--- src/sv/scw_pkg.sv ---
// Shared types and constants for the soft clipping waveshaper.
// Used by scw_regs, soft_clip_waveshaper_q15 and the testbench; depends on nothing else.
package scw_pkg;

    localparam int CFG_IDX_W  = 3;
    localparam int CFG_DATA_W = 15;

    // Register indexes on the configuration port.
    localparam logic [CFG_IDX_W-1:0] CFG_GAIN_WHOLE   = 3'd0;
    localparam logic [CFG_IDX_W-1:0] CFG_GAIN_FRAC    = 3'd1;
    localparam logic [CFG_IDX_W-1:0] CFG_HEADROOM     = 3'd2;
    localparam logic [CFG_IDX_W-1:0] CFG_PRESCALE     = 3'd3;
    localparam logic [CFG_IDX_W-1:0] CFG_LOW_KNEE     = 3'd4;
    localparam logic [CFG_IDX_W-1:0] CFG_HIGH_KNEE    = 3'd5;
    localparam logic [CFG_IDX_W-1:0] CFG_THIRD_COEF   = 3'd6;

    // Q15 constants of the quadratic region.
    localparam int TWO_Q15   = 65536;
    localparam int THREE_Q15 = 98304;

    // Clipper regions.
    localparam logic [1:0] REGION_LIN = 2'd0;
    localparam logic [1:0] REGION_MID = 2'd1;
    localparam logic [1:0] REGION_LIM = 2'd2;

    typedef struct packed {
        logic [3:0]  gain_whole;
        logic [14:0] gain_fraction;
        logic [2:0]  headroom_shift;
        logic [14:0] prescale_factor;
        logic [14:0] low_knee;
        logic [14:0] high_knee;
        logic [14:0] third_coefficient;
    } t_cfg;

endpackage

--- src/sv/scw_regs.sv ---
// Configuration register file of the soft clipping waveshaper.
// Depends on scw_pkg for register indexes and the t_cfg struct.
module scw_regs (
    input  logic                              i_clk,
    input  logic                              i_rst_n,
    input  logic                              i_cfg_valid,
    output logic                              o_cfg_ready,
    input  logic [scw_pkg::CFG_IDX_W-1:0]     i_cfg_index,
    input  logic [scw_pkg::CFG_DATA_W-1:0]    i_cfg_data,
    output scw_pkg::t_cfg                     o_cfg
);
    import scw_pkg::*;

    t_cfg r_cfg;

    // The port takes a word in every cycle.
    assign o_cfg_ready = 1'b1;
    assign o_cfg       = r_cfg;

    always_ff @(posedge i_clk) begin
        if (!i_rst_n) begin
            r_cfg.gain_whole        <= 4'd1;
            r_cfg.gain_fraction     <= 15'd0;
            r_cfg.headroom_shift    <= 3'd0;
            r_cfg.prescale_factor   <= 15'd21845;
            r_cfg.low_knee          <= 15'd10922;
            r_cfg.high_knee         <= 15'd21845;
            r_cfg.third_coefficient <= 15'd10922;
        end else if (i_cfg_valid) begin
            case (i_cfg_index)
                CFG_GAIN_WHOLE: r_cfg.gain_whole        <= i_cfg_data[3:0];
                CFG_GAIN_FRAC:  r_cfg.gain_fraction     <= i_cfg_data;
                CFG_HEADROOM:   r_cfg.headroom_shift    <= i_cfg_data[2:0];
                CFG_PRESCALE:   r_cfg.prescale_factor   <= i_cfg_data;
                CFG_LOW_KNEE:   r_cfg.low_knee          <= i_cfg_data;
                CFG_HIGH_KNEE:  r_cfg.high_knee         <= i_cfg_data;
                CFG_THIRD_COEF: r_cfg.third_coefficient <= i_cfg_data;
                default: ;
            endcase
        end
    end

endmodule

--- src/sv/soft_clip_waveshaper_q15.sv ---
// A sample accepted by the block leaves with o_valid high for one cycle.
// Throughput: one sample per clock; o_busy is low whenever reset is released, so samples may
// follow each other in every cycle, and the receiver cannot stall the output.
// The rate is set by the nine-stage pipeline; stage 2 holds two multipliers, the other stages at most one.
// Reset (synchronous, active low) empties the pipeline and restores every configuration
// register to its nominal value; o_busy is high while reset is asserted.
module soft_clip_waveshaper_q15 (
    input  logic                              i_clk,
    input  logic                              i_rst_n,
    // Sample input
    input  logic                              i_start,
    output logic                              o_busy,
    input  logic signed [15:0]                i_sample_in,
    input  logic                              i_last_in,
    // Sample output
    output logic                              o_valid,
    output logic signed [15:0]                o_sample_out,
    output logic                              o_last_out,
    // Configuration write channel
    input  logic                              i_cfg_valid,
    output logic                              o_cfg_ready,
    input  logic [scw_pkg::CFG_IDX_W-1:0]     i_cfg_index,
    input  logic [scw_pkg::CFG_DATA_W-1:0]    i_cfg_data
);
    import scw_pkg::*;

    // Side information that travels with a sample once its region is known.
    typedef struct packed {
        logic [1:0]         region;
        logic               neg;     // sign of the gained value x
        logic               pneg;    // sign of the prescaled value p
        logic               last;
        logic signed [28:0] y_lin;   // 2*x, the linear region result
    } t_tag;

    t_cfg cfg;

    scw_regs u_regs (
        .i_clk       (i_clk),
        .i_rst_n     (i_rst_n),
        .i_cfg_valid (i_cfg_valid),
        .o_cfg_ready (o_cfg_ready),
        .i_cfg_index (i_cfg_index),
        .i_cfg_data  (i_cfg_data),
        .o_cfg       (cfg)
    );

    // The pipeline never stalls, so a word is taken whenever reset is released.
    assign o_busy = !i_rst_n;

    logic accept;
    assign accept = i_start && !o_busy;

    // Valid bits, one per stage register r1 to r8; o_valid is registered from the last one.
    logic [7:0] r_vld;

    // Stage registers. Payload carries no reset.
    logic signed [31:0] r1_prod;
    logic               r1_last;
    logic signed [27:0] r2_vgw;
    logic signed [38:0] r2_vgf;
    logic               r2_pneg, r2_last;
    logic signed [27:0] r3_x;
    logic               r3_pneg, r3_last;
    logic [14:0]        r4_ax;
    t_tag               r4_tag, r5_tag, r6_tag, r7_tag, r8_tag;
    logic signed [17:0] r5_t;
    logic [32:0]        r6_tt;
    logic signed [18:0] r7_q;
    logic signed [34:0] r8_qc;

    // Next values of the stage registers.
    logic signed [31:0] n1_prod;
    logic signed [15:0] p;
    logic signed [22:0] v;
    logic signed [27:0] n2_vgw;
    logic signed [38:0] n2_vgf;
    logic signed [27:0] n3_x;
    logic [27:0]        ax;
    logic               in_lin, in_mid;
    t_tag               n4_tag;
    logic [16:0]        ax3;
    logic signed [17:0] n5_t;
    logic signed [35:0] tt_full;
    logic signed [18:0] q0;
    logic signed [18:0] n7_q;
    logic signed [34:0] n8_qc;
    logic signed [28:0] y, y_sh;

    always_comb begin
        // Stage 1: prescale product, 16 x 16 signed.
        n1_prod = i_sample_in * $signed({1'b0, cfg.prescale_factor});

        // Stage 2: floor by 2^15, headroom shift, then both gain products.
        // The prescaled value always fits 16 bits because the factor is below one.
        p      = r1_prod[30:15];
        v      = $signed({{7{p[15]}}, p}) <<< cfg.headroom_shift;
        n2_vgw = v * $signed({1'b0, cfg.gain_whole});
        n2_vgf = v * $signed({1'b0, cfg.gain_fraction});

        // Stage 3: whole part plus floored fractional part.
        n3_x = r2_vgw + $signed({{4{r2_vgf[38]}}, r2_vgf[38:15]});

        // Stage 4: magnitude and region decision.
        ax     = r3_x[27] ? $unsigned(-r3_x) : $unsigned(r3_x);
        in_lin = ax <= {13'd0, cfg.low_knee};
        in_mid = ax <= {13'd0, cfg.high_knee};
        n4_tag.region = in_lin ? REGION_LIN : (in_mid ? REGION_MID : REGION_LIM);
        n4_tag.neg    = r3_x[27];
        n4_tag.pneg   = r3_pneg;
        n4_tag.last   = r3_last;
        n4_tag.y_lin  = $signed({r3_x, 1'b0});

        // Stage 5: t = 2 - 3|x| in Q15. Only the middle region uses it, where |x| fits 15 bits.
        ax3  = {2'b00, r4_ax} + {1'b0, r4_ax, 1'b0};
        n5_t = $signed(18'(TWO_Q15)) - $signed({1'b0, ax3});

        // Stage 6: t squared. In the middle region |x| is at least one LSB, so the square stays below 2^32.
        tt_full = r5_t * r5_t;

        // Stage 7: q = 3 - t^2 in Q15, with the sign of x.
        q0   = $signed(19'(THREE_Q15)) - $signed({1'b0, r6_tt[32:15]});
        n7_q = r6_tag.neg ? -q0 : q0;

        // Stage 8: multiply by the third coefficient, one third at its reset value.
        n8_qc = r7_q * $signed({1'b0, cfg.third_coefficient});

        // Stage 9: pick the region result and undo the headroom shift.
        case (r8_tag.region)
            REGION_LIN: y = r8_tag.y_lin;
            REGION_MID: y = $signed({{9{r8_qc[34]}}, r8_qc[34:15]});
            REGION_LIM: y = r8_tag.pneg ? -29'sd32768 : 29'sd32767;
            default:    y = r8_tag.y_lin;
        endcase
        y_sh = y >>> cfg.headroom_shift;
    end

    // Control: valid bits.
    always_ff @(posedge i_clk) begin
        if (!i_rst_n) begin
            r_vld   <= '0;
            o_valid <= 1'b0;
        end else begin
            r_vld   <= {r_vld[6:0], accept};
            o_valid <= r_vld[7];
        end
    end

    // Datapath.
    always_ff @(posedge i_clk) begin
        r1_prod      <= n1_prod;
        r1_last      <= i_last_in;
        r2_vgw       <= n2_vgw;
        r2_vgf       <= n2_vgf;
        r2_pneg      <= p[15];
        r2_last      <= r1_last;
        r3_x         <= n3_x;
        r3_pneg      <= r2_pneg;
        r3_last      <= r2_last;
        r4_ax        <= ax[14:0];
        r4_tag       <= n4_tag;
        r5_t         <= n5_t;
        r5_tag       <= r4_tag;
        r6_tt        <= tt_full[32:0];
        r6_tag       <= r5_tag;
        r7_q         <= n7_q;
        r7_tag       <= r6_tag;
        r8_qc        <= n8_qc;
        r8_tag       <= r7_tag;
        o_sample_out <= y_sh[15:0];
        o_last_out   <= r8_tag.last;
    end

    // Every output strobe comes from a sample that the pipeline took.
    a_latency: assert property (@(posedge i_clk) disable iff (!i_rst_n)
        o_valid |-> $past(accept, 9))
        else $error("output strobe without a sample taken nine cycles earlier");

    // In the middle region the square of t never reaches 2^32.
    a_square_bound: assert property (@(posedge i_clk) disable iff (!i_rst_n)
        (r_vld[5] && r6_tag.region == REGION_MID) |-> !r6_tt[32])
        else $error("square of t overflowed its 32-bit range");

    // A linear region result is twice a value no larger than a 15-bit knee.
    a_lin_bound: assert property (@(posedge i_clk) disable iff (!i_rst_n)
        (r_vld[3] && r4_tag.region == REGION_LIN) |->
            (r4_tag.y_lin >= -29'sd65534 && r4_tag.y_lin <= 29'sd65534))
        else $error("linear region value beyond twice the knee range");

endmodule

--- config.mk ---
export PLATFORM = sky130hd
export DESIGN_NAME = soft_clip_waveshaper_q15
export DESIGN_NICKNAME = d
export VERILOG_FILES = /design/src/sv/scw_pkg.sv /design/src/sv/scw_regs.sv /design/src/sv/soft_clip_waveshaper_q15.sv
export SDC_FILE = /design/constraint.sdc
export NUM_CORES = 2
export LEC_CHECK = 0
export BUFFER_PORTS_ARGS = -buffer_cell sky130_fd_sc_hd__buf_2
export CORE_UTILIZATION = 37
export DETAILED_ROUTE_END_ITERATION = 12
export GPL_ROUTABILITY_DRIVEN = 0
export HOLD_SLACK_MARGIN = 0.08
export PLACE_DENSITY = 0.57
export REMOVE_ABC_BUFFERS = 1
export SYNTH_ARGS = -nofsm -noshare
export SYNTH_HDL_FRONTEND = slang
export SYNTH_SLANG_ARGS = --single-unit
--- constraint.sdc ---
create_clock -name i_clk -period 22.2 [get_ports i_clk]
set_input_delay 4.44 -clock i_clk [delete_from_list [all_inputs] [get_ports i_clk]]
set_output_delay 4.44 -clock i_clk [all_outputs]
set_load 0.02 [all_outputs]
==> impl_metrics.ini <==
[synthesis]
synth_top_area_share = 0.3977
syn-cell-area_um2 = 59540
synth-seq-area-share = 0.1446
yosys_warnings = 0
post_synth_num_cell_types = 87
synthesis.instances = 6415
postSynth.topFlopCell = sky130_fd_sc_hd__dfxtp_1
post_synth.cell_area_avg_um2 = 9.282
number_of_flops_mapped_to_enable_cells_by_yosys = 0
number_of_storage_elements_in_the_synthesis_netlist = 430
synthTopCellsByArea = sky130_fd_sc_hd__fa_1 40%, sky130_fd_sc_hd__dfxtp_1 14%, sky130_fd_sc_hd__ha_1 10%
synthArstFlopShare = 0
synth_top_cell_by_area = sky130_fd_sc_hd__fa_1

[route]
post_drt_via_cell_ratio = 4.773
top_layer = met5
drt-wirelength-per-cell_um = 16.17
detailroute.via_count = 40673
routedLengthMet1_um = 59410
dr.first_iter.drc_count = 1840
route.detailed.drc = 0
routed_wirelength_um = 137800
dr_wl_met2_um = 70290
detailroute.wirelength.met3_um = 5460
drtAntennaViolNets = 0
drt-pass1-iter-count = 5

[clock_network]
clock-sinks = 430
clock_tree.buffer_depth = 3
hold_buffer_count_at_cts = 0
tritoncts = built
master_cell_of_the_clock_root_buffer = sky130_fd_sc_hd__clkbuf_16
cts-resized-gates = 0
worstSkewPairLatency_ps = 630
path_clk_slew_ps = 60
h-tree-depth = 2
cts.repair_timing.setup_buffer_count = 0
tritoncts.num_buffers = 50

[setup_path]
timing.setup.critical_path_class = primary input to flip-flop
timing.critical_path.fanout_max = 15
worstRegToRegCells = 26
crit_required_ps = 22750
cp_data_arrival_time_ps = 10570
critical_path_start_type = primary input
reg2reg_from = u_regs.o_cfg[62]
crit_path_end_kind = flip-flop
worst_setup_path_startpoint = i_sample_in[10]

[worst_hold_path]
hold_path.class = flip-flop to flip-flop
hold_path.startpoint = r5_tag[4]
holdPathStages = 0

[grt]
largest_net_degree_at_the_start_of_global_routing = 52
number_of_global_route_vias_before_repair = 44753
gr-total-overflow = 0
grt_antenna_before_repair = 6
grt_pass1_wl_um = 233100
grt_usage = 0.1778

[sta]
report.final.setup_viol = 0
finalHoldViolations = 0
slew_at_the_pin_closest_to_its_max_slew_limit_ps = 1213
fin_clk_skew_ps = 43.20
max-slew-margin-rel = 0.1901
post-route-worst-setup-slack_ps = 12180
post-route-min-period_ps = 10020
final.setup.tns_ps = 0
final_max_slew_viol_count = 0
layout_worst_path_cycle_share = 0.4512
fmax_mhz = 99.84
unrepaired_setup_endpoints_after_global_routing = no

[floorplanning]
die-area_um2 = 162500
die_h_um = 403.2
floorplan.initialDensity = 0.3742
design.core.area_um2 = 159100
placementRows = 146
io_pins = 59
die_w_um = 403.2

[placed_design]
pre_cts_ws_ps = 11540
place.port_buffers = 57
post-dp-hpwl_um = 110800

[cells_and_area]
syn2layout_area_growth_pct = 7.140
layout-drive-gt1-share = 0.03844
num-nets-final = 8048

[outcome]
run_status = completed

[run]
cap_violations = 0
-- layout by cell type, fill, tap and decap left out, types with 54 or more instances in the layout --
master                    instances
sky130_fd_sc_hd__ha_1           493
sky130_fd_sc_hd__nand2_1        834
sky130_fd_sc_hd__nand3_1         54
sky130_fd_sc_hd__and2_1         536
sky130_fd_sc_hd__buf_2           57
sky130_fd_sc_hd__a21oi_1        202
sky130_fd_sc_hd__inv_1         1477
sky130_fd_sc_hd__nor2_1         149
sky130_fd_sc_hd__xnor2_1        165
sky130_fd_sc_hd__o21ai_0         99
sky130_fd_sc_hd__a21o_1          58
sky130_fd_sc_hd__fa_1          1183
sky130_fd_sc_hd__dfxtp_1        428
-- synth_stat cells (54+ instances only) --
cell type                  count
sky130_fd_sc_hd__clkbuf_1    225
sky130_fd_sc_hd__and2_1      536
sky130_fd_sc_hd__inv_1      1477
sky130_fd_sc_hd__ha_1        493
sky130_fd_sc_hd__a21oi_1     202
sky130_fd_sc_hd__fa_1       1183
sky130_fd_sc_hd__nand3_1      54
sky130_fd_sc_hd__nand2_1     834
sky130_fd_sc_hd__xnor2_1     165
sky130_fd_sc_hd__dfxtp_1     430
sky130_fd_sc_hd__nor2_1      150
sky130_fd_sc_hd__o21ai_0      99
sky130_fd_sc_hd__a21o_1       58
-- flip-flops by register name (all words and copies together) (netlist names), 8 cells and up --
name,flops
u_regs.o_cfg,82
r2_vgw,28
r3_x,28
r4_tag,26
r5_tag,26
r6_tag,26
r7_tag,26
r8_tag,26
r2_vgf,24
r8_qc,20
r6_tt,19
r7_q,19
r5_t,18
o_sample_out,16
r1_prod,16
r4_ax,15
r_vld,8
-- worst max-delay path, stage by stage --
cell and delay (ps):
sky130_fd_sc_hd__buf_2 310, sky130_fd_sc_hd__nand2_1 140, sky130_fd_sc_hd__fa_1 580, sky130_fd_sc_hd__inv_1 60, sky130_fd_sc_hd__fa_1 530, sky130_fd_sc_hd__inv_1 50, sky130_fd_sc_hd__fa_1 490, sky130_fd_sc_hd__fa_1 540
sky130_fd_sc_hd__inv_1 50, sky130_fd_sc_hd__fa_1 470, sky130_fd_sc_hd__inv_1 50, sky130_fd_sc_hd__fa_1 470, sky130_fd_sc_hd__inv_1 40, sky130_fd_sc_hd__ha_1 280, sky130_fd_sc_hd__a21o_1 180, sky130_fd_sc_hd__a21oi_1 190
sky130_fd_sc_hd__o211ai_1 170, sky130_fd_sc_hd__nand3_1 160, sky130_fd_sc_hd__a31oi_1 180, sky130_fd_sc_hd__a22o_1 260, sky130_fd_sc_hd__o41ai_1 430, sky130_fd_sc_hd__o21bai_1 160, sky130_fd_sc_hd__a21oi_1 190, sky130_fd_sc_hd__xnor2_1 130
-- kinds of logic (layout without fill, tap and decap cells) --
logic type,after synthesis,in the layout,share of synthesized area
compound gates,531,531,0.05579
buf+inv,1712,1671,0.1081
xor+xnor,216,216,0.03177
flops,430,430,0.1446
simple gates,1783,1783,0.1459
mux,66,66,0.01254
fa+ha+maj,1676,1676,0.5013
other cells,1,2,0.00006298
-- per-stage QoR --
stage	utilization	instances	hold WS [ps]	area, um^2
4_1_cts	0.4009	8520	312.8	63790
3_3_place_gp	0.3894	8427	310.3	61960
6_report	0.4009	8521	305.9	63790
5_1_grt	0.4009	8520	317.4	63790
3_5_place_dp	0.3894	8427	312.1	61960
2_1_floorplan	-	6181	309.6	58660
-- path summary, 6_finish.rpt --
kind,end,slack (ps)
worst max register to register,r2_vgf[38],13170
worst max-delay path,r1_prod[30],12180
worst min register to register,r6_tag[4],310
worst min-delay path,r6_tag[4],310
-- area by class of cell --
| cell class | count | area (um^2) |
|---|---|---|
| sequential | 430 | 8611 |
| multi-input combinational | 4273 | 44510 |
| clock buffer | 65 | 1419 |
| tap | 2146 | 2685 |
| antenna | 1 | 2.502 |
| timing repair buffer | 100 | 608.1 |
| inverter | 1478 | 5548 |
| clock inverter | 28 | 414.1 |
| fill | 15801 | 95320 |
-- metal layers --
layer | global-route usage | up-vias
li1 | - | 19012
met1 | 0.2275 | 20735
met2 | 0.3240 | 742
met3 | 0.01654 | 182
met4 | 0.03649 | 2
met5 | 0 | -
Power is not shown: default switching activity piles up to over one toggle a cycle in this logic, so the estimate is an artifact.
